### config.mk
export PLATFORM = sky130hd
export DESIGN_NAME = frame_rms_db_level_meter
export DESIGN_NICKNAME = d
export VERILOG_FILES = /design/src/rtl/fmdb_pkg.sv /design/src/rtl/fmdb_mul.sv /design/src/rtl/fmdb_div.sv /design/src/rtl/frame_rms_db_level_meter.sv
export SDC_FILE = /design/constraint.sdc
export NUM_CORES = 2
export LEC_CHECK = 0
export ABC_CLOCK_PERIOD_IN_PS = 17900
export BUFFER_PORTS_ARGS = -buffer_cell sky130_fd_sc_hd__buf_4
export CORE_ASPECT_RATIO = 1.4
export CORE_MARGIN = 1.5
export CORE_UTILIZATION = 33
export DETAILED_ROUTE_END_ITERATION = 12
export PLACE_DENSITY_LB_ADDON = 0.15
export SYNTH_ARGS = -nofsm -noshare
export SYNTH_HDL_FRONTEND = slang
export SYNTH_HIERARCHICAL = 1
export SYNTH_SLANG_ARGS = --single-unit
### constraint.sdc
create_clock -name clk -period 17.9 [get_ports clk]
set_input_delay 2.685 -clock clk [delete_from_list [all_inputs] [get_ports clk]]
set_output_delay 2.685 -clock clk [all_outputs]
set_load 0.05 [all_outputs]
### src/rtl/fmdb_pkg.sv
`default_nettype none
package fmdb_pkg;

	// sequencer states
	typedef enum logic [3:0] {
		ST_IDLE,
		ST_SQ,
		ST_ACC,
		ST_NORM,
		ST_SQR,
		ST_SQW,
		ST_SC1,
		ST_SC2,
		ST_SC3,
		ST_FRAME,
		ST_AVG,
		ST_DIVW,
		ST_SUM
	} fmdb_state_t;

	typedef enum logic {
		REC_FRAME   = 1'b0,
		REC_SUMMARY = 1'b1
	} fmdb_rec_t;

	localparam int unsigned ENERGY_W = 43;
	localparam int unsigned CNT_W    = 13;
	localparam int unsigned LOG_W    = 22;

	localparam logic [12:0] DEFAULT_LEN = 13'd1600;
	// 10*log10(2) * 256 * 2^16, split in two 13-bit halves
	localparam logic [12:0] LS_LO = 13'd773;
	localparam logic [12:0] LS_HI = 13'd6165;

	localparam logic signed [15:0] FLOOR_DB = -16'sd25600;
	localparam logic [15:0] AVG_LIMIT = 16'd25600;
	localparam logic [5:0] TOP_EXP = 6'd42;

endpackage
`default_nettype wire

### src/rtl/fmdb_mul.sv
`default_nettype none
module fmdb_mul
	import fmdb_pkg::*;
(
	input  wire logic        clk,
	input  wire logic [31:0] a,
	input  wire logic [31:0] b,
	output logic      [63:0] p
);

	// registered 32x32 product
	always_ff @(posedge clk) begin
		p <= a * b;
	end

endmodule
`default_nettype wire

### src/rtl/fmdb_div.sv
`default_nettype none
module fmdb_div
	import fmdb_pkg::*;
(
	input  wire logic        clk,
	input  wire logic        arst_n,
	input  wire logic        start,
	input  wire logic [32:0] num,
	input  wire logic [15:0] den,
	output logic             done,
	output logic      [32:0] quot
);

	logic [32:0] num_q;
	logic [15:0] rem_q;
	logic [5:0]  cnt_q;
	logic        busy_q;
	logic [16:0] rem2;
	logic        ge;

	// one restoring step per cycle
	assign rem2 = {rem_q, num_q[32]};
	assign ge   = rem2 >= {1'b0, den};

	always_ff @(posedge clk or negedge arst_n) begin
		if (!arst_n) begin
			busy_q <= 1'b0;
			cnt_q  <= '0;
			done   <= 1'b0;
		end else begin
			done <= 1'b0;
			if (start) begin
				busy_q <= 1'b1;
				cnt_q  <= '0;
			end else if (busy_q) begin
				cnt_q <= cnt_q + 6'd1;
				if (cnt_q == 6'd32) begin
					busy_q <= 1'b0;
					done   <= 1'b1;
				end
			end
		end
	end

	// datapath
	always_ff @(posedge clk) begin
		if (start) begin
			num_q <= num;
			rem_q <= '0;
		end else if (busy_q) begin
			num_q <= {num_q[31:0], ge};
			rem_q <= ge ? 16'(rem2 - {1'b0, den}) : rem2[15:0];
		end
	end

	assign quot = num_q;

endmodule
`default_nettype wire

### src/rtl/frame_rms_db_level_meter.sv
// Frame RMS level meter, levels in 1/256 dB.
// Input channel: sample and end_of_stream, transferred on in_valid & in_ready.
// Config: cfg_we writes frame_length (cfg_wdata) at once; write only while idle.
// Each sample is squared (ST_SQ) and summed (ST_ACC).
// On a frame end with nonzero energy a log2 unit normalizes (one bit shift a
// cycle) and runs 16 squaring rounds (ST_SQR, ST_SQW) on the shared 32x32
// multiplier, for both the energy and the frame length, then scales in
// states ST_SC1 to ST_SC3 before the frame record is offered.
// On end_of_stream the frame record is followed by a summary record; the
// average comes from a bit-serial divider.
// Output channel: one registered record, transferred on out_valid & out_ready.
// A stalled receiver holds the record; the sequencer waits for the register to
// free before loading the next record. in_ready is high only while idle.
// Reset clears all measurement state and sets frame_length to 1600.
`default_nettype none
module frame_rms_db_level_meter
	import fmdb_pkg::*;
#(
	parameter int unsigned MAX_FRAME_LEN = 4096
) (
	input  wire logic               clk,
	input  wire logic               arst_n,
	input  wire logic               cfg_we,
	input  wire logic        [12:0] cfg_wdata,
	input  wire logic               in_valid,
	output logic                    in_ready,
	input  wire logic signed [15:0] sample,
	input  wire logic               end_of_stream,
	output logic                    out_valid,
	input  wire logic               out_ready,
	output logic                    record_kind,
	output logic             [15:0] frame_number,
	output logic signed      [15:0] level_db,
	output logic             [14:0] peak_db,
	output logic             [15:0] peak_frame,
	output logic                    silent,
	output logic                    last
);

	localparam int unsigned LEN_CLAMP = (MAX_FRAME_LEN > 8191) ? 8191 : MAX_FRAME_LEN;

	fmdb_state_t state_q, state_d;

	logic [12:0]          flen_q;
	logic [12:0]          eff_len;
	logic signed [15:0]   smp_q;
	logic                 eos_q;
	logic [ENERGY_W-1:0]  energy_q;
	logic [CNT_W-1:0]     cnt_q;
	logic [15:0]          fc_q;
	logic signed [15:0]   peak_q;
	logic [15:0]          pidx_q;
	logic signed [31:0]   total_q;

	logic [ENERGY_W-1:0]  xr_q;
	logic [5:0]           exp_q;
	logic [30:0]          m_q;
	logic [15:0]          frac_q;
	logic [3:0]           rnd_q;
	logic                 phase_q;
	logic [LOG_W-1:0]     la_q;
	logic [LOG_W-1:0]     lb_q;
	logic [21:0]          mag_q;
	logic                 neg_q;
	logic [48:0]          acc_q;
	logic signed [15:0]   lvl_q;
	logic                 sil_q;
	logic signed [15:0]   avg_q;

	logic [31:0] mul_a, mul_b;
	logic [63:0] mul_p;
	logic        div_start, div_done;
	logic [32:0] div_num, div_quot;

	logic                out_free;
	logic [15:0]         smag;
	logic [ENERGY_W-1:0] energy_n;
	logic [CNT_W-1:0]    cnt_n;
	logic signed [22:0]  dlog;
	logic [21:0]         dmag;
	logic [48:0]         scaled;
	logic [15:0]         qlvl;
	logic [15:0]         fc_n;
	logic signed [33:0]  tot_sum;
	logic signed [31:0]  tot_n;
	logic [31:0]         tmag;
	logic [15:0]         qavg;
	logic [15:0]         frac_n;

	fmdb_mul u_mul (
		.clk (clk),
		.a   (mul_a),
		.b   (mul_b),
		.p   (mul_p)
	);

	fmdb_div u_div (
		.clk    (clk),
		.arst_n (arst_n),
		.start  (div_start),
		.num    (div_num),
		.den    (fc_q),
		.done   (div_done),
		.quot   (div_quot)
	);

	// effective frame length
	always_comb begin
		eff_len = flen_q;
		if (flen_q == 13'd0) eff_len = 13'd1;
		else if (flen_q > 13'(LEN_CLAMP)) eff_len = 13'(LEN_CLAMP);
	end

	assign in_ready = (state_q == ST_IDLE);
	assign out_free = !out_valid || out_ready;

	// datapath helpers
	assign smag     = smp_q[15] ? 16'(-smp_q) : smp_q;
	assign energy_n = energy_q + ENERGY_W'(mul_p[30:0]);
	assign cnt_n    = cnt_q + 13'd1;
	assign dlog     = $signed({1'b0, la_q}) - $signed({1'b0, lb_q});
	assign dmag     = dlog[22] ? 22'(-dlog) : dlog[21:0];
	assign scaled   = acc_q + {mul_p[35:0], 13'd0} + 49'(64'h8000_0000);
	assign qlvl     = scaled[47:32];
	assign frac_n   = {frac_q[14:0], mul_p[61]};
	assign fc_n     = (fc_q == 16'hFFFF) ? fc_q : fc_q + 16'd1;
	assign tot_sum  = 34'(total_q) + 34'(lvl_q);
	assign tmag     = total_q[31] ? 32'(-total_q) : total_q;
	assign div_num  = {1'b0, tmag} + {18'd0, fc_q[15:1]};
	assign qavg     = (div_quot > 33'(AVG_LIMIT)) ? AVG_LIMIT : div_quot[15:0];

	always_comb begin
		if (tot_sum > 34'sd2147483647) tot_n = 32'sh7FFF_FFFF;
		else if (tot_sum < -34'sd2147483648) tot_n = 32'sh8000_0000;
		else tot_n = tot_sum[31:0];
	end

	// multiplier operand select
	always_comb begin
		mul_a = '0;
		mul_b = '0;
		unique case (state_q)
			ST_SQ: begin
				mul_a = {16'd0, smag};
				mul_b = {16'd0, smag};
			end
			ST_SQR: begin
				mul_a = {1'b0, m_q};
				mul_b = {1'b0, m_q};
			end
			ST_SC1: begin
				mul_a = {10'd0, dmag};
				mul_b = {19'd0, LS_LO};
			end
			ST_SC2: begin
				mul_a = {10'd0, mag_q};
				mul_b = {19'd0, LS_HI};
			end
			default: begin
				mul_a = '0;
				mul_b = '0;
			end
		endcase
	end

	// next state
	always_comb begin
		state_d   = state_q;
		div_start = 1'b0;
		unique case (state_q)
			ST_IDLE:  if (in_valid) state_d = ST_SQ;
			ST_SQ:    state_d = ST_ACC;
			ST_ACC: begin
				if (cnt_n >= eff_len || eos_q)
					state_d = (energy_n == '0) ? ST_FRAME : ST_NORM;
				else
					state_d = ST_IDLE;
			end
			ST_NORM:  if (xr_q[ENERGY_W-1]) state_d = ST_SQR;
			ST_SQR:   state_d = ST_SQW;
			ST_SQW: begin
				if (rnd_q != 4'd15) state_d = ST_SQR;
				else state_d = phase_q ? ST_SC1 : ST_NORM;
			end
			ST_SC1:   state_d = ST_SC2;
			ST_SC2:   state_d = ST_SC3;
			ST_SC3:   state_d = ST_FRAME;
			ST_FRAME: if (out_free) state_d = eos_q ? ST_AVG : ST_IDLE;
			ST_AVG: begin
				if (fc_q == 16'd0) state_d = ST_SUM;
				else begin
					div_start = 1'b1;
					state_d   = ST_DIVW;
				end
			end
			ST_DIVW:  if (div_done) state_d = ST_SUM;
			ST_SUM:   if (out_free) state_d = ST_IDLE;
			default:  state_d = ST_IDLE;
		endcase
	end

	// state register and control state
	always_ff @(posedge clk or negedge arst_n) begin
		if (!arst_n) begin
			state_q   <= ST_IDLE;
			flen_q    <= DEFAULT_LEN;
			energy_q  <= '0;
			cnt_q     <= '0;
			fc_q      <= '0;
			peak_q    <= '0;
			pidx_q    <= '0;
			total_q   <= '0;
			out_valid <= 1'b0;
		end else begin
			state_q <= state_d;
			if (cfg_we) flen_q <= cfg_wdata;
			if (out_valid && out_ready) out_valid <= 1'b0;
			unique case (state_q)
				ST_ACC: begin
					if (cnt_n >= eff_len || eos_q) begin
						energy_q <= '0;
						cnt_q    <= '0;
					end else begin
						energy_q <= energy_n;
						cnt_q    <= cnt_n;
					end
				end
				ST_FRAME: begin
					if (out_free) begin
						fc_q      <= fc_n;
						total_q   <= tot_n;
						if (lvl_q > peak_q) begin
							peak_q <= lvl_q;
							pidx_q <= fc_n;
						end
						out_valid <= 1'b1;
					end
				end
				ST_SUM: begin
					if (out_free) begin
						out_valid <= 1'b1;
						energy_q  <= '0;
						cnt_q     <= '0;
						fc_q      <= '0;
						peak_q    <= '0;
						pidx_q    <= '0;
						total_q   <= '0;
					end
				end
				default: begin
				end
			endcase
		end
	end

	// working registers of the sequencer
	always_ff @(posedge clk) begin
		unique case (state_q)
			ST_IDLE: begin
				if (in_valid) begin
					smp_q <= sample;
					eos_q <= end_of_stream;
				end
			end
			ST_ACC: begin
				xr_q    <= energy_n;
				exp_q   <= TOP_EXP;
				phase_q <= 1'b0;
				lvl_q   <= FLOOR_DB;
				sil_q   <= (energy_n == '0);
			end
			ST_NORM: begin
				if (xr_q[ENERGY_W-1]) begin
					m_q    <= xr_q[ENERGY_W-1 -: 31];
					frac_q <= '0;
					rnd_q  <= '0;
				end else begin
					xr_q  <= {xr_q[ENERGY_W-2:0], 1'b0};
					exp_q <= exp_q - 6'd1;
				end
			end
			ST_SQW: begin
				frac_q <= frac_n;
				rnd_q  <= rnd_q + 4'd1;
				m_q    <= mul_p[61] ? mul_p[61:31] : mul_p[60:30];
				if (rnd_q == 4'd15) begin
					if (phase_q) lb_q <= {exp_q, frac_n};
					else begin
						la_q    <= {exp_q, frac_n};
						xr_q    <= ENERGY_W'(eff_len);
						exp_q   <= TOP_EXP;
						phase_q <= 1'b1;
					end
				end
			end
			ST_SC1: begin
				mag_q <= dmag;
				neg_q <= dlog[22];
			end
			ST_SC2: acc_q <= 49'(mul_p);
			ST_SC3: lvl_q <= neg_q ? 16'(-qlvl) : qlvl;
			ST_AVG: avg_q <= '0;
			ST_DIVW: begin
				if (div_done) avg_q <= total_q[31] ? 16'(-qavg) : qavg;
			end
			default: begin
			end
		endcase
	end

	// output record register
	always_ff @(posedge clk) begin
		if (state_q == ST_FRAME && out_free) begin
			record_kind  <= REC_FRAME;
			frame_number <= fc_n;
			level_db     <= lvl_q;
			peak_db      <= (lvl_q > peak_q) ? lvl_q[14:0] : peak_q[14:0];
			peak_frame   <= (lvl_q > peak_q) ? fc_n : pidx_q;
			silent       <= sil_q;
			last         <= !eos_q;
		end else if (state_q == ST_SUM && out_free) begin
			record_kind  <= REC_SUMMARY;
			frame_number <= fc_q;
			level_db     <= avg_q;
			peak_db      <= peak_q[14:0];
			peak_frame   <= pidx_q;
			silent       <= 1'b0;
			last         <= 1'b1;
		end
	end

endmodule
`default_nettype wire

-- After elaboration in Yosys (flattened, before gate mapping)
Index checks and enable logic that the tools add are counted.
- $add $sub $neg: 17
- multipliers: 1
- div/mod/pow operators: 0
- $lt $le $gt $ge: 7
- eq/ne operators: 25
- shift-type cells: 0
- multiplexer cells: 92
- bitwise gates (word level): 1
- reductions and logical operators: 33
- operators by type and width (operator ; count):
    16-bit two-way mux ; 19
    31-bit case mux with 4 select lines ; 2
    43-bit two-way mux ; 5
    32-bit two-way mux ; 5
    16-bit case mux with 2 select lines ; 5
    43-bit case mux with 3 select lines ; 1
    43-bit case mux with 2 select lines ; 1
    33-bit two-way mux ; 2
    32-bit case mux with 2 select lines ; 1
    31-bit by 31-bit multiplier with 62-bit output ; 1
    31-bit two-way mux ; 2
    31-bit case mux with 2 select lines ; 1
    15-bit two-way mux ; 4
    13-bit two-way mux ; 4
    4-bit case mux with 13 select lines ; 1
    48-bit by 32-bit adder with 48-bit output, second input constant ; 1
    48-bit adder ; 1
    16-bit negation ; 3
    43-bit by 31-bit adder with 43-bit output ; 1
    43-bit logical NOT ; 1
    4-bit two-way mux ; 9
    32-bit by 15-bit adder with 33-bit output ; 1
    32-bit by 16-bit adder with 33-bit output ; 1
    33-bit by 15-bit > comparator with 1-bit output, second input constant ; 1
    other kinds (47) ; 103
- flip-flop bits (word level): 604
- bits in latches: 0
- RAM bits: 0
- bits in read-only memories: 0
- input port bits: 35
- output and inout bits: 68
- logic and storage cells: 215
- memories kept: 0

-- Depth between registers and ports, before layout
- depth after elaboration: 7
- depth in mapped cells: 44
- mapped depth without buffers: 41

-- Modules after synthesis
The synthesis kept the hierarchy.
- by module, submodules not included (module ; times used ; cells an instance ; area each (µm²) ; seq. area each (µm²)):
    fmdb_mul ; 1 ; 3853 ; 35043.6 ; 1281.2
    frame_rms_db_level_meter ; 1 ; 2956 ; 29686.0 ; 13396.6
    fmdb_div ; 1 ; 302 ; 3330.7 ; 1511.4

-- Worst setup path before layout
No wires, ideal clock.
- kind: register -> register
- from: reg la_q[0]
- to: reg u_mul.p[59]
- setup time: 124 ps
- data arrival time: 10091 ps
- data required time: 17776 ps
- slack: 7685 ps
- cell stages (with the launch flop): 40
- path buffers: 2
- period minus slack after synthesis: 10215 ps
- path through: edfxtp_1 > inv_1 > ha_1 > inv_1 > fa_1 > a21o_1 > a21o_1 > a21o_1 > nand3_1 > o21ai_1 > xnor2_1 > nand3_1 > or3b_4 > o41ai_1 > xnor2_1 > a221o_1 > clkbuf_1 > nand2_1 > [4 not listed] > fa_1 > inv_1 > fa_1 > fa_1 > fa_1 > fa_1 > inv_1 > fa_1 > inv_1 > ha_1 > buf_4 > nand4_1 > or4_4 > o32ai_4 > o211ai_4 > a2111oi_4 > a31oi_1 > xnor2_1
- word-level cells in the longest chain between the ends: 5
- RTL lines (element ; line ; text):
    start, declared ; frame_rms_db_level_meter.sv:61 ; logic [LOG_W-1:0] la_q;
    start signal, assigned ; frame_rms_db_level_meter.sv:289 ; la_q <= {exp_q, frac_n};
    22-bit by 22-bit subtractor with 23-bit output (*) ; frame_rms_db_level_meter.sv:121 ; assign dlog = $signed({1'b0, la_q}) - $signed({1'b0, lb_q});
    22-bit negation ; frame_rms_db_level_meter.sv:122 ; assign dmag = dlog[22] ? 22'(-dlog) : dlog[21:0];
    22-bit two-way mux (*) ; frame_rms_db_level_meter.sv:122 ;
    via dmag[20] ; frame_rms_db_level_meter.sv:80 ; logic [21:0] dmag;
    31-bit case mux with 4 select lines (*) ; frame_rms_db_level_meter.sv:142 ; unique case (state_q)
    via mul_a[20] ; frame_rms_db_level_meter.sv:70 ; logic [31:0] mul_a, mul_b;
    31-bit by 31-bit multiplier with 62-bit output (*) ; fmdb_mul.sv:13 ; p <= a * b;
    end signal, assigned ; fmdb_mul.sv:13 ;
    end, declared ; fmdb_mul.sv:8 ; output logic [63:0] p
The timed path passes the listed nets; every way through them passes the cells marked *.
A chain may end at the register's enable or synchronous reset.

-- Final worst setup path
- from: reg la_q[0]
- to: reg u_mul.p[42]
Same word-level chain as after synthesis.

==> reports/metrics.yaml <==
outcome:
  status: "complete, no violations"
global_route:
  grtUsageMet3_pct: 1.78
  grt_use_met2_pct: 40.4
  grt_max_degree: 74
  grt_pass1_vias: 53800
  grt.busiest_layer: "met2"
  grt-ovfl-total: 0
  grt.total_usage_pct: 21.6
  antenna_found_initial: 18
  grt.met1_usage_pct: 24.9
  grt_pass1_wl_um: 338000
critical_path:
  start_kind: "register"
  end_kind: "register"
  reg2reg_slack_ns: 5.80
  cp.arrival_ns: 12.67
  crit_required_ns: 18.48
  cp_slowest_cell: "a221o_1"
  rr_startpoint: "la_q[0]"
  cp_max_fo: 23
  crit_type: "register to register"
  critPathMaxStageDelay_ns: 1.05
  r2r_end: "u_mul/p[42]"
  crit_top_cell: "fa_1"
  reg2reg_depth: 36
sta:
  slew_violations: 0
  finalWorstSetupSlack_ns: 5.80
  rsz0062_at_grt: "false"
  tns_ns: 0
  setup_viol: 0
  worst_slew_pin_slew_ns: 1.31
  hold_viol: 0
  hold_ws_ns: 0.453
  fmax_mhz: 82.7
  slew_headroom_pct: 13.0
  fin_skew_ns: 0.0273
  min_period_over_period_pct: 67.6
  min_period_ns: 12.10
pwr:
  combPwrFrac_pct: 65.6
  p_leak_uw: 0.0334
  p_int_uw: 5060
  switchingPower_uw: 5570
  ir_drop_v: 0.000106
  p_per_area_nw_per_um2: 144
  p_sw_share_pct: 52.4
  seqPwrFrac_pct: 19.9
  clock_power_share_pct: 14.4
placement:
  place_hpwl_um: 164000
  io_buffers: 102
  place_congestion: 0.899
  dp_slack_ns: 5.92
clock_tree:
  hold_buffers: 0
  clock_path_buffers: 3
  clock_sinks: 591
  worstSkewPairLatency_ns: 0.67
  htree_levels: 3
  cts_tree: "built"
  cts-root-buf: "clkbuf_16"
  numCtsBuffers: 72
  path_clk_slew_ns: 0.06
  cts_resized: 0
  cts_setup_buffers: 0
synth:
  syn_area_um2: 67700
  syn_inst: 7075
  yosys_warnings: 6
  syn_area_per_cell_um2: 9.57
die:
  io_pins: 103
  rows: 196
  die_area_um2: 208000
  fp.dieH_um: 539
  core_area_um2: 204000
  initial_utilization_pct: 33.2
  die_width_um: 386
worst_hold_path:
  min_to: "la_q[15]"
  hold_depth: 0
  worstHoldStart: "frac_q[14]"
  hold_path.class: "register to register"
routing:
  dr.first_iter.drc_count: 3059
  viasPerCell: 5.18
  remaining_drc_errors: 0
  firstDrtPassIters: 6
  wl_um: 222000
  num_vias: 50400
  ant_nets: 0
  wl_per_cell_um: 22.9
finish:
  layout_common_cells: "inv_1 (1073), fa_1 (900), nand2_1 (801)"
  fillers: 20900
  syn_to_final_growth_pct: 8.90
  nets: 8406
  drive_gt1_share_pct: 6.34
  final_common_cell: "inv_1"
run:
  cap_violations: 0
==> sequential cells by signal, indices dropped and copies added, names as in the netlist, 22 cells and up <==
| name | flops |
|---|---|
| xr_q | 43 |
| mag_q | 22 |
| energy_q | 43 |
| lb_q | 22 |
| u_div/quot | 33 |
| m_q | 31 |
| la_q | 22 |
| acc_q | 35 |
| total_q | 32 |
| u_mul/p | 62 |
==> through the flow <==
stage	power, uW	instance area (um^2)	cells	util [%]
floorplan	6680	67700	7084	-
global placement	9120	71300	9591	35.0
detailed placement	9140	71300	9591	35.0
CTS	10700	73700	9725	36.2
global route	11500	73700	9725	36.2
finish	10600	73700	9731	36.2
==> cell type report <==
cell class	instances	area (um^2)	share of cell area [%]
multi-input cells	5063	46300	62.8
flip-flops and latches	591	16200	21.9
inverters	1075	4040	5.47
well taps	2673	3340	4.54
clock buffers	98	2000	2.71
repair buffers	189	1420	1.93
clock inverters	36	437	0.592
diodes	6	15.0	0.0204
==> how the worst max path moves through the flow <==
stage          startpoint          end  depth (start not counted)
2_1_floorplan     la_q[0]  u_mul/p[59]                         39
3_3_place_gp      la_q[0]  u_mul/p[42]                         36
3_5_place_dp      la_q[0]  u_mul/p[59]                         38
4_1_cts           la_q[0]  u_mul/p[42]                         36
5_1_grt           la_q[0]  u_mul/p[42]                         36
6_report          la_q[0]  u_mul/p[42]                         36
==> layer usage <==
layer	wire, um	share of wire [%]
met1	85800	39
met2	119000	54
met3	7650	3.4
met4	9600	4.3
met5	0	0
==> critical path: cells and delay by family, from the launching register on <==
family                     cells  cell delay (ns)
xor gates and xnor gates       2             0.46
buffers and inverters          7             0.80
adders and majority gates     11             5.33
and+or+nand+nor                5             0.96
DFF                            1             0.37
AOI/OAI and AO/OA             11             4.01
==> power groups by stage <==
stage	Clock (uW)	Sequential, uW	Combinational, uW
floorplan	0	1990	4690
global placement	0	2150	6970
detailed placement	0	2150	6990
CTS	1580	2120	7050
global route	1620	2140	7720
finish	1540	2120	6980
Power figures use the tool's default switching activity.
